### src/rtl/tlv_stream_decoder_assert.svh
// ----------------------------------------------------------------------------
// TLV stream decoder assertion macros
// Clocked on clk, disabled while rst is high.
// ----------------------------------------------------------------------------
`ifndef TLV_STREAM_DECODER_ASSERT_SVH
`define TLV_STREAM_DECODER_ASSERT_SVH

// cond holds at every clock edge
`define TLV_ASSERT_ALWAYS(label, cond) \
  label: assert property (@(posedge clk) disable iff (rst) (cond)) \
    else $error("tlv assertion failed");

// ante at one edge implies cons at the next edge
`define TLV_ASSERT_NEXT(label, ante, cons) \
  label: assert property (@(posedge clk) disable iff (rst) (ante) |=> (cons)) \
    else $error("tlv assertion failed");

`endif

### src/rtl/tlv_pkg.sv
// ----------------------------------------------------------------------------
// TLV decoder package
// Parse phases, result kinds, the front-to-back command and queue sizing.
// ----------------------------------------------------------------------------
package tlv_pkg;

  localparam int QUEUE_DEPTH = 4;
  localparam int QPTR_W      = $clog2(QUEUE_DEPTH);
  localparam int QCNT_W      = $clog2(QUEUE_DEPTH + 1);

  localparam logic [7:0] MIN_ITEM_BYTES = 8'd3;

  typedef enum logic [2:0] {
    PH_IDLE  = 3'd0,
    PH_TYPE  = 3'd1,
    PH_LEN   = 3'd2,
    PH_EXT   = 3'd3,
    PH_VALUE = 3'd4,
    PH_DROP  = 3'd5
  } phase_t;

  typedef enum logic [1:0] {
    K_HEADER = 2'd0,
    K_VALUE  = 2'd1,
    K_END    = 2'd2,
    K_ERROR  = 2'd3
  } kind_t;

  typedef struct packed {
    kind_t       kind;
    logic [15:0] item_type;
    logic [6:0]  item_length;
    logic [7:0]  value_byte;
    logic [6:0]  value_offset;
    logic        with_end;
  } cmd_t;

endpackage

### src/rtl/tlv_front.sv
// ----------------------------------------------------------------------------
// TLV decoder front end
// Accepts buffer bytes, tracks the item parse and issues one command per
// byte that causes results.
// ----------------------------------------------------------------------------
module tlv_front (
  input  logic         clk,
  input  logic         rst,
  input  logic         accept,
  input  logic [7:0]   data_byte,
  input  logic         buffer_start,
  input  logic [7:0]   buffer_length,
  output logic         push,
  output tlv_pkg::cmd_t push_cmd
);
  import tlv_pkg::*;

  phase_t      phase, phase_next;
  logic [7:0]  bytes_left, bytes_left_next;
  logic [7:0]  type_low, type_low_next;
  logic [6:0]  pending_length, pending_length_next;
  logic [6:0]  value_count, value_count_next;

  phase_t      cur_phase;
  logic [7:0]  cur_left;
  logic [7:0]  after;
  logic        do_finish;
  logic [15:0] fin_type;
  logic [6:0]  fin_len;
  logic [6:0]  count_inc;
  logic        emit;
  cmd_t        cmd;

  always_ff @(posedge clk) begin
    if (rst) begin
      phase          <= PH_IDLE;
      bytes_left     <= '0;
      type_low       <= '0;
      pending_length <= '0;
      value_count    <= '0;
    end else if (accept) begin
      phase          <= phase_next;
      bytes_left     <= bytes_left_next;
      type_low       <= type_low_next;
      pending_length <= pending_length_next;
      value_count    <= value_count_next;
    end
  end

  always_comb begin
    phase_next          = phase;
    bytes_left_next     = bytes_left;
    type_low_next       = type_low;
    pending_length_next = pending_length;
    value_count_next    = value_count;
    cur_phase           = phase;
    cur_left            = bytes_left;
    do_finish           = 1'b0;
    fin_type            = '0;
    fin_len             = '0;
    emit                = 1'b0;
    cmd                 = '0;
    count_inc           = value_count + 7'd1;

    if (buffer_start) begin
      value_count_next = '0;
      cur_left         = buffer_length;
      cur_phase        = PH_TYPE;
      if (buffer_length == 8'd0) begin
        cur_phase = PH_IDLE;
      end
    end
    after = cur_left - 8'd1;

    if (cur_phase == PH_IDLE || cur_left == 8'd0) begin
      phase_next      = PH_IDLE;
      bytes_left_next = cur_left;
    end else begin
      bytes_left_next = after;
      phase_next      = cur_phase;
      case (cur_phase)
        PH_TYPE: begin
          if (cur_left < MIN_ITEM_BYTES) begin
            emit       = 1'b1;
            cmd.kind   = K_ERROR;
            phase_next = (after == 8'd0) ? PH_IDLE : PH_DROP;
          end else begin
            type_low_next = data_byte;
            phase_next    = PH_LEN;
          end
        end
        PH_LEN: begin
          pending_length_next = data_byte[6:0];
          if (data_byte[7]) begin
            phase_next = PH_EXT;
          end else begin
            do_finish = 1'b1;
            fin_type  = {8'd0, type_low};
            fin_len   = data_byte[6:0];
          end
        end
        PH_EXT: begin
          do_finish = 1'b1;
          fin_type  = {data_byte, type_low};
          fin_len   = pending_length;
        end
        PH_VALUE: begin
          emit             = 1'b1;
          cmd.kind         = K_VALUE;
          cmd.item_length  = pending_length;
          cmd.value_byte   = data_byte;
          cmd.value_offset = value_count;
          value_count_next = count_inc;
          if (count_inc == pending_length) begin
            if (after == 8'd0) begin
              cmd.with_end = 1'b1;
              phase_next   = PH_IDLE;
            end else begin
              phase_next = PH_TYPE;
            end
          end else if (after == 8'd0) begin
            phase_next = PH_IDLE;
          end
        end
        default: begin
          if (after == 8'd0) begin
            phase_next = PH_IDLE;
          end
        end
      endcase

      if (do_finish) begin
        emit = 1'b1;
        if (after < {1'b0, fin_len}) begin
          cmd.kind   = K_ERROR;
          phase_next = (after == 8'd0) ? PH_IDLE : PH_DROP;
        end else begin
          cmd.kind         = K_HEADER;
          cmd.item_type    = fin_type;
          cmd.item_length  = fin_len;
          value_count_next = '0;
          if (fin_len != 7'd0) begin
            phase_next = PH_VALUE;
          end else if (after == 8'd0) begin
            cmd.with_end = 1'b1;
            phase_next   = PH_IDLE;
          end else begin
            phase_next = PH_TYPE;
          end
        end
      end

      if (phase_next == PH_LEN && after == 8'd0) begin
        phase_next = PH_IDLE;
      end
    end
  end

  assign push     = accept && emit;
  assign push_cmd = cmd;

endmodule

### src/rtl/tlv_queue.sv
// ----------------------------------------------------------------------------
// TLV decoder command queue
// Short FIFO that decouples the parse front end from the result back end.
// ----------------------------------------------------------------------------
`include "tlv_stream_decoder_assert.svh"

module tlv_queue (
  input  logic          clk,
  input  logic          rst,
  input  logic          push,
  input  tlv_pkg::cmd_t push_cmd,
  input  logic          pop,
  output tlv_pkg::cmd_t pop_cmd,
  output logic          full,
  output logic          empty
);
  import tlv_pkg::*;

  cmd_t              entries [QUEUE_DEPTH];
  logic [QPTR_W-1:0] wr_ptr;
  logic [QPTR_W-1:0] rd_ptr;
  logic [QCNT_W-1:0] count;

  localparam logic [QPTR_W-1:0] LAST_PTR = QPTR_W'(QUEUE_DEPTH - 1);
  localparam logic [QCNT_W-1:0] FULL_CNT = QCNT_W'(QUEUE_DEPTH);

  always_ff @(posedge clk) begin
    if (push) begin
      entries[wr_ptr] <= push_cmd;
    end
  end

  always_ff @(posedge clk) begin
    if (rst) begin
      wr_ptr <= '0;
      rd_ptr <= '0;
      count  <= '0;
    end else begin
      if (push) begin
        wr_ptr <= (wr_ptr == LAST_PTR) ? '0 : wr_ptr + 1'b1;
      end
      if (pop) begin
        rd_ptr <= (rd_ptr == LAST_PTR) ? '0 : rd_ptr + 1'b1;
      end
      if (push && !pop) begin
        count <= count + 1'b1;
      end else if (pop && !push) begin
        count <= count - 1'b1;
      end
    end
  end

  assign pop_cmd = entries[rd_ptr];
  assign full    = (count == FULL_CNT);
  assign empty   = (count == '0);

  `TLV_ASSERT_ALWAYS(a_no_push_when_full, !(push && full))
  `TLV_ASSERT_ALWAYS(a_no_pop_when_empty, !(pop && empty))
  `TLV_ASSERT_NEXT(a_count_grows, push && !pop, count == $past(count) + 1'b1)

endmodule

### src/rtl/tlv_back.sv
// ----------------------------------------------------------------------------
// TLV decoder back end
// Expands queued commands into result transfers, one per cycle while the
// receiver does not stall, through a registered output stage.
// ----------------------------------------------------------------------------
`include "tlv_stream_decoder_assert.svh"

module tlv_back (
  input  logic          clk,
  input  logic          rst,
  input  logic          empty,
  input  tlv_pkg::cmd_t pop_cmd,
  output logic          pop,
  output logic          result_valid,
  input  logic          result_stall,
  output logic [1:0]    result_kind,
  output logic [15:0]   item_type,
  output logic [6:0]    item_length,
  output logic [7:0]    value_byte,
  output logic [6:0]    value_offset,
  output logic          last_of_run
);
  import tlv_pkg::*;

  logic pending_end;
  logic out_free;

  assign out_free = !result_valid || !result_stall;
  assign pop      = out_free && !pending_end && !empty;

  always_ff @(posedge clk) begin
    if (rst) begin
      result_valid <= 1'b0;
      pending_end  <= 1'b0;
    end else if (out_free) begin
      if (pending_end) begin
        result_valid <= 1'b1;
        pending_end  <= 1'b0;
      end else begin
        result_valid <= !empty;
        pending_end  <= !empty && pop_cmd.with_end;
      end
    end
  end

  always_ff @(posedge clk) begin
    if (out_free) begin
      if (pending_end) begin
        result_kind  <= K_END;
        item_type    <= '0;
        item_length  <= '0;
        value_byte   <= '0;
        value_offset <= '0;
        last_of_run  <= 1'b1;
      end else begin
        result_kind  <= pop_cmd.kind;
        item_type    <= pop_cmd.item_type;
        item_length  <= pop_cmd.item_length;
        value_byte   <= pop_cmd.value_byte;
        value_offset <= pop_cmd.value_offset;
        last_of_run  <= !pop_cmd.with_end;
      end
    end
  end

  `TLV_ASSERT_ALWAYS(a_end_follows_shown, !pending_end || (result_valid &&
      (result_kind == K_HEADER || result_kind == K_VALUE) && !last_of_run))

endmodule

### src/rtl/tlv_stream_decoder.sv
// ----------------------------------------------------------------------------
// TLV stream decoder
// Byte channel in: data_byte, buffer_start, buffer_length with byte_valid and
// byte_stall. A transfer happens at a clock edge with valid high, stall low.
// Result channel out: result_kind, item_type, item_length, value_byte,
// value_offset, last_of_run with result_valid and result_stall.
// Each byte is classified by the front end in the cycle it is taken; bytes
// that cause results place one command in a four-entry queue, and the back
// end expands it into one or two result transfers, one per cycle while result_stall is low.
// A result goes from its byte transfer through a queue entry and then the
// output register. Bytes are taken one per cycle while byte_stall is low; a
// byte causing a header or value plus an end marker yields two results.
// A result stalled by the receiver holds; the queue absorbs bytes until it
// fills, then byte_stall rises.
// Reset clears the parse state, the queue and the output valid; no results
// are pending after reset and the block waits for a buffer start.
// ----------------------------------------------------------------------------
module tlv_stream_decoder (
  input  logic        clk,
  input  logic        rst,
  input  logic        byte_valid,
  output logic        byte_stall,
  input  logic [7:0]  data_byte,
  input  logic        buffer_start,
  input  logic [7:0]  buffer_length,
  output logic        result_valid,
  input  logic        result_stall,
  output logic [1:0]  result_kind,
  output logic [15:0] item_type,
  output logic [6:0]  item_length,
  output logic [7:0]  value_byte,
  output logic [6:0]  value_offset,
  output logic        last_of_run
);
  import tlv_pkg::*;

  logic accept;
  logic push;
  logic pop;
  logic full;
  logic empty;
  cmd_t push_cmd;
  cmd_t pop_cmd;

  assign byte_stall = full;
  assign accept     = byte_valid && !full;

  tlv_front u_front (
    .clk           (clk),
    .rst           (rst),
    .accept        (accept),
    .data_byte     (data_byte),
    .buffer_start  (buffer_start),
    .buffer_length (buffer_length),
    .push          (push),
    .push_cmd      (push_cmd)
  );

  tlv_queue u_queue (
    .clk      (clk),
    .rst      (rst),
    .push     (push),
    .push_cmd (push_cmd),
    .pop      (pop),
    .pop_cmd  (pop_cmd),
    .full     (full),
    .empty    (empty)
  );

  tlv_back u_back (
    .clk          (clk),
    .rst          (rst),
    .empty        (empty),
    .pop_cmd      (pop_cmd),
    .pop          (pop),
    .result_valid (result_valid),
    .result_stall (result_stall),
    .result_kind  (result_kind),
    .item_type    (item_type),
    .item_length  (item_length),
    .value_byte   (value_byte),
    .value_offset (value_offset),
    .last_of_run  (last_of_run)
  );

endmodule
### config.mk
export PLATFORM = sky130hd
export DESIGN_NAME = tlv_stream_decoder
export DESIGN_NICKNAME = d
export VERILOG_FILES = /design/src/rtl/tlv_pkg.sv /design/src/rtl/tlv_front.sv /design/src/rtl/tlv_queue.sv /design/src/rtl/tlv_back.sv /design/src/rtl/tlv_stream_decoder.sv
export VERILOG_INCLUDE_DIRS = /design/src /design/src/rtl
export SDC_FILE = /design/constraint.sdc
export NUM_CORES = 1
export LEC_CHECK = 0
export ABC_AREA = 1
export BUFFER_PORTS_ARGS = -buffer_cell sky130_fd_sc_hd__buf_4
export CAP_MARGIN = 25
export CELL_PAD_IN_SITES_DETAIL_PLACEMENT = 0
export CELL_PAD_IN_SITES_GLOBAL_PLACEMENT = 2
export CORE_MARGIN = 2
export CORE_UTILIZATION = 36
export DETAILED_ROUTE_END_ITERATION = 10
export PLACE_DENSITY = 0.73
export SYNTH_ARGS = -nofsm -noshare
export SYNTH_HDL_FRONTEND = slang
export SYNTH_SLANG_ARGS = --single-unit
### constraint.sdc
create_clock -name clk -period 4 [get_ports clk]
set_input_delay 0.6 -clock clk [delete_from_list [all_inputs] [get_ports clk]]
set_output_delay 0.6 -clock clk [all_outputs]
set_load 0.01 [all_outputs]
==> impl_metrics.yaml, run 1 <==
run_status:
  outcome: "finished, final reports clean"
detailed_routing:
  first_iter_violations: 516
  vias: 7909
  dr.pass1.iters: 5
  drt-total-wl_um: 28400
  viasPerCell: 4.91
  final_antenna_net_count: 0
  drc: 0
  wire_per_inst_um: 17.6
synth:
  synth_edf_count: 205
  synth_cell_types: 47
  synth_most_common_cell: "nor2_1"
  postSynthAreaPerCell_um2: 9.95
  yosysTopAreaCellShare_pct: 55.0
  synth-seq-area-share_pct: 62.8
  synth_area_mm2: 0.0112
  synth_fp_nets: 1165
  yosys-top-cells-area: "edfxtp_1 55%, dfxtp_1 7.9%, nor2_1 7.6%"
  ys.warnings.count: 0
  postSynthCellCount: 1126
  synth_commonest_cells: "228 x nor2_1, 205 x edfxtp_1, 157 x nand2_1, 123 x o21ai_0, 90 x a21oi_1"
  async_flop_share_pct: 0
  yosys.area.top_type: "edfxtp_1"
  synth_seq_cells: 249
  ys.flop_type: "edfxtp_1"
cells_and_area:
  diodes: 0
  drive_gt1_share_pct: 15.1
  finalNetCount: 1233
  nFillCells: 3009
  fin_cells: 1610
  design_area_mm2: 0.0131
  area_delta_synth_final_pct: 17.0
floorplanning:
  ioPinCount: 64
  start_util_pct: 36.6
  die_w_um: 180
  core-area_mm2: 0.0306
  die_h_um: 180
  die_area_mm2: 0.0325
  row_count: 64
sta:
  slew_headroom_pct: 37.1
  slew_violations: 0
  tightest_slew_ns: 0.943
  timing.fmax_mhz: 336
  tns_ns: 0
  layout_setup_ws_ns: 1.02
  timing.final.crit_share_pct: 74.5
  skew_ns: 0.0144
  period_minus_slack_ns: 2.98
  rsz0062_at_grt: "no"
  setup_violations: 0
  report.final.hold_viol_count: 0
power:
  power_density_mw_per_mm2: 589
  finalPower_w: 0.00773
  leakage_nw: 5.00
  ir_worst_vdd_v: 0.000360
grt:
  grt_first_pass_wirelength_um: 44300
  grt_max_degree: 83
  grt_pass1_vias: 7665
  track_usage_pct: 17.4
  overflow: 0
  antenna_found_initial: 0
clocking:
  worstSkewPairLatency_ns: 0.54
  h-tree-depth: 1
  ctsResizeCount: 0
  postCtsHoldBufs: 0
  cts.path.max_buffers: 3
  clock_sink_count: 249
  cts_buffers: 29
  path_clk_slew_ns: 0.06
  cts_tree: "done"
  clockRootBuffer: "clkbuf_16"
  post_cts_buffers: 0
worst_setup_path:
  reg2reg_slack_ns: 1.10
  cp-startpoint: "buffer_start"
  r2r_start: "u_front.phase[0]"
  reg2reg_depth: 18
  critPathMaxFanout: 17
  endpoint_kind: "register"
  crit_end: "u_queue.entries[0][16]"
  cp.arrival_ns: 3.33
  critPathRequiredTime_ns: 4.35
  start_kind: "input pin"
  r2r_end: "u_queue.entries[0][0]"
  path_class: "input pin to register"
run:
  maxCapViolations: 0
placed_design:
  place_area_mm2: 0.0122
  dpl.hpwl_um: 18000
  post-place-ws_ns: 0.440
  io_buffer_count: 63
  dp.cells: 1559
  place.gp.congestion: 0.806
min_path:
  min_path_type: "input pin to register"
## how the worst min path moves through the flow
stage                     startpoint                         to  slack, ns  cells after the start
4_1_cts                 data_byte[0]  u_front.pending_length[0]       0.36                      3
2_1_floorplan  u_front.bytes_left[1]      u_front.bytes_left[1]       0.45                      2
5_1_grt                 data_byte[2]  u_front.pending_length[2]       0.41                      3
3_3_place_gp        u_front.phase[2]           u_front.phase[2]       0.45                      2
6_report                data_byte[0]  u_front.pending_length[0]       0.38                      3
3_5_place_dp   u_front.bytes_left[1]      u_front.bytes_left[1]       0.46                      2
## power breakdown
| part | switching (W) | internal [W] |
|---|---|---|
| Sequential | 0.000111 | 0.00315 |
| Clock | 0.00101 | 0.00152 |
| Combinational | 0.00124 | 0.000697 |
## through the flow
stage          util (%)  hold WS, ns
2_1_floorplan         -        0.445
6_report           42.9        0.375
5_1_grt            42.9        0.409
4_1_cts            42.9        0.362
3_5_place_dp       39.9        0.461
3_3_place_gp       39.9        0.455
## cells in the final DEF, fill, tap and decap left out, types with 3 or more instances in the layout
cell | synthesis | final
nand4_1 | 8 | 8
buf_12 | 0 | 4
ha_1 | 17 | 17
nor2_2 | 3 | 3
inv_1 | 81 | 81
o21ai_2 | 3 | 4
dfxtp_1 | 44 | 43
nand3_1 | 35 | 35
nand2_1 | 157 | 156
inv_2 | 5 | 6
clkinv_1 | 2 | 7
o211ai_1 | 7 | 7
edfxtp_1 | 205 | 205
nor2_4 | 4 | 8
buf_4 | 6 | 84
o21ai_0 | 123 | 123
nand2_4 | 5 | 5
nor3_1 | 11 | 11
nor2_1 | 228 | 224
clkbuf_16 | 0 | 29
a21oi_1 | 90 | 90
o21ai_1 | 4 | 3
bufinv_16 | 0 | 3
nand2_2 | 16 | 17
clkbuf_1 | 35 | 6
## state kept, by name, summed over array words and instances, names as in the netlist, named ones only
register / count
u_queue.wr_ptr: 2
u_front.bytes_left: 8
u_front.value_count: 7
u_back.result_kind: 2
u_back.item_type: 16
u_queue.rd_ptr: 2
u_queue.entries: 164
u_front.phase: 3
u_back.value_byte: 8
u_back.value_offset: 7
u_front.pending_length: 7
u_back.last_of_run: 1
u_back.pending_end: 1
u_back.item_length: 7
u_front.type_low: 8
u_queue.count: 3
u_back.result_valid: 1
## worst max-delay path, cell delays in order
cell     delay (ns)
buf_4          0.16
inv_2          0.25
nand4_1        0.34
o21ai_0        0.27
buf_4          0.15
inv_1          0.04
ha_1           0.27
a21oi_1        0.13
nor2_1         0.08
nor3_4         0.23
nand2_4        0.12
nand2_4        0.15
buf_4          0.20
o21ai_0        0.08
nor2_1         0.23
## final cells by class
cell class,instances,area (um2),area share (%)
Multi-Input combinational cell,737,3610,27.6
Clock inverter,16,168,1.28
Clock buffer,35,748,5.71
Sequential cell,249,7040,53.7
Timing Repair Buffer,88,711,5.42
Inverter,89,337,2.57
Tap cell,396,495,3.78
## cells by family (layout without fill, tap and decap cells)
family,Yosys count,count (layout),synth area share (%)
flops,249,249,62.8
compound gates,240,240,11.6
fa+ha+maj,18,18,2.08
simple gates,477,477,18.1
buf+inv,140,228,5.24
xor+xnor,2,2,0.156
## layer usage
layer	routed length, um	GRT usage [%]	up-vias
met4	456	3.77	0
met5	0	0	-
met2	13800	30.0	146
li1	-	-	3961
met3	1110	2.16	35
met1	13000	23.4	3767
Note: power is estimated with default switching activity, not from simulation.
==> inputs of run 2 (changes only) <==
ABC_AREA = 0   (was 1)
CORE_UTILIZATION = 40   (was 36)
clock period = 2.6 ns   (was 4 ns; I/O delays follow)
==> impl_metrics.yaml, run 2 <==
floorplanning:
  core-area_mm2: 0.0269
  die_w_um: 169
  ioPinCount: 64
  die_h_um: 169
  start_util_pct: 40.6
  die_area_mm2: 0.0286
  row_count: 60
cells_and_area:
  reg_top3: "u_queue.entries x164, u_back.item_type x16"
  mostFrequentLayoutCell: "edfxtp_1"
  nFillCells: 2222
  finalNetCount: 996
  largest_reg_flops: 164
  largest_register: "u_queue.entries"
  diodes: 0
  multi_input_comb_area_mm2: 0.00417
  area_delta_synth_final_pct: 32.7
  layout_common_cells: "205 x edfxtp_1, 196 x buf_4, 47 x nor2_1"
  regArea_mm2: 0.00705
  drive_gt1_share_pct: 42.1
grt:
  grt_first_pass_wirelength_um: 42500
  grt_pass1_vias: 7425
  antenna_found_initial: 0
  grt_max_degree: 43
  track_usage_pct: 19.3
  overflow: 0
sta:
  timing.final.crit_share_pct: 114
  skew_ns: 0.0212
  slew_headroom_pct: 53.5
  period_minus_slack_ns: 2.96
  report.final.hold_viol_count: 0
  setup_violations: 115
  slew_violations: 0
  timing.fmax_mhz: 338
  tns_ns: -24.02
  layout_setup_ws_ns: -0.360
  tightest_slew_ns: 0.693
  rsz0062_at_grt: "yes"
worst_setup_path:
  reg2reg_depth: 14
  start_kind: "register"
  critPathMaxFanout: 6
  path_class: "register to register"
  endpoint_kind: "register"
  cp.arrival_ns: 3.22
  critPathRequiredTime_ns: 2.86
detailed_routing:
  dr.pass1.iters: 5
  met1Wirelength_um: 11700
  first_iter_violations: 478
  route.met3.wl_um: 897
  vias: 7014
  wire_per_inst_um: 20.7
  drt-total-wl_um: 27300
  viasPerCell: 5.33
  top_layer_used: "met4"
  final_antenna_net_count: 0
  dr_wl_met2_um: 13900
  drc: 0
placed_design:
  place.gp.congestion: 0.901
  dpl.hpwl_um: 19200
  post-place-ws_ns: -1.03
  io_buffer_count: 63
clocking:
  clockRootBuffer: "clkbuf_16"
  worstSkewPairLatency_ns: 0.53
  cts.path.max_buffers: 3
  path_clk_slew_ns: 0.07
  postCtsHoldBufs: 0
  cts_tree: "done"
  cts_buffers: 26
  h-tree-depth: 1
  clock_sink_count: 249
synth:
  synth_fp_nets: 778
  ys.warnings.count: 0
  synthAdderAreaFrac_pct: 2.13
  synth_edf_count: 205
  synth_top_family_by_area: "simple AND/OR/NAND/NOR gates"
  yosysTopAreaCellShare_pct: 56.4
  synth-xor-area-share_pct: 1.44
  synth_seq_cells: 249
  synth_commonest_cells: "205 x edfxtp_1, 50 x nor2_1, 44 x dfxtp_1, 41 x mux4_2, 41 x nor2b_1"
  yosys-top-cells-area: "edfxtp_1 56%, mux4_2 8.5%, dfxtp_1 8.1%"
  ys.flop_type: "edfxtp_1"
  synth_compound_area_share_pct: 7.22
  yosys.area_share.simple_pct: 11.7
  synth_most_common_cell: "edfxtp_1"
  synth_area_mm2: 0.0109
  synth-seq-area-share_pct: 64.4
  async_flop_share_pct: 0
  synth_cell_types: 70
  postSynthCellCount: 739
  yosys.area.top_type: "edfxtp_1"
  synthMuxAreaShare_pct: 11.1
  postSynthAreaPerCell_um2: 14.8
power:
  ir_worst_vdd_v: 0.000428
  leakage_nw: 5.55
  finalPower_w: 0.0116
  power_density_mw_per_mm2: 801
run_status:
  outcome: "finished with violations"
  violations: "negative setup slack"
min_path:
  hold_depth: 3
  min_path_type: "input pin to register"
run:
  maxCapViolations: 0
## run 2: final timing paths
check	from	to	slack [ns]
setup / recovery	u_front.bytes_left[3]	u_queue.entries[3][17]	-0.36
hold / removal	result_stall	u_back.pending_end	0.18
hold reg to reg	u_queue.rd_ptr[1]	u_queue.rd_ptr[1]	0.50
setup reg to reg	u_front.bytes_left[3]	u_queue.entries[3][17]	-0.36
## run 2: per-stage QoR
step | hold slack (ns) | util, % | cells | cell area [um2]
final | 0.176 | 53.9 | 1317 | 14500
after detailed placement | 0.479 | 48.3 | 1253 | 13000
after global placement | 0.465 | 48.3 | 1253 | 13000
after CTS | 0.157 | 53.4 | 1314 | 14400
after global routing | 0.209 | 53.9 | 1317 | 14500
after floorplan | 0.454 | - | 739 | 11000
## run 2: cell families (layout without fill, tap and decap cells)
kind of cell,Yosys count,after routing
buffers and inverters,53,290
multiplexers,69,69
adder cells (fa/ha/maj),18,18
AO/OA/AOI/OAI,114,114
AND/OR/NAND/NOR,218,218
XOR/XNOR,18,18
flip-flops,249,249
## run 2: what timing repair did
action                                  4_1_cts  5_1_grt
pin swaps                                    38       14
hold endpoints to repair                      0        0
endpoints found under the setup margin      279      281
gates cloned                                  1        0
gates resized for setup                      95       19
setup buffers                                15        3
## run 2: final cells by class
cell class	instances	share of cell area, %
clock buffer	35	5.29
timing repair buffer	226	13.2
clock inverter	12	0.656
tap	341	2.94
sequential	249	48.6
multi-input combinational	437	28.8
inverter	17	0.457
## run 2: report_power, final
| group | leakage (nW) | internal (W) | switching (W) | total, W |
|---|---|---|---|---|
| Sequential | 2.50 | 0.00480 | 0.000224 | 0.00503 |
| Clock | 0.415 | 0.00217 | 0.00149 | 0.00366 |
| Combinational | 2.64 | 0.00152 | 0.00142 | 0.00293 |
| Total | 5.55 | 0.00849 | 0.00313 | 0.0116 |
## run 2: layer usage
metal	global-route usage (%)	vias up
li1	-	3284
met1	24.6	3532
met2	34.4	158
met3	2.24	40
met4	6.24	0
met5	0	-
## run 2: worst max-delay path, stage by stage, from the launching register on
cell       delay [ns]
dfxtp_2          0.33
nor3_2           0.15
buf_4            0.16
nand3b_1         0.09
mux2_4           0.21
and3_4           0.21
inv_4            0.05
ha_4             0.16
a2111oi_4        0.27
o21ai_1          0.13
o21ai_2          0.10
o211ai_4         0.12
and4_4           0.18
or2_4            0.27
a22o_4           0.26
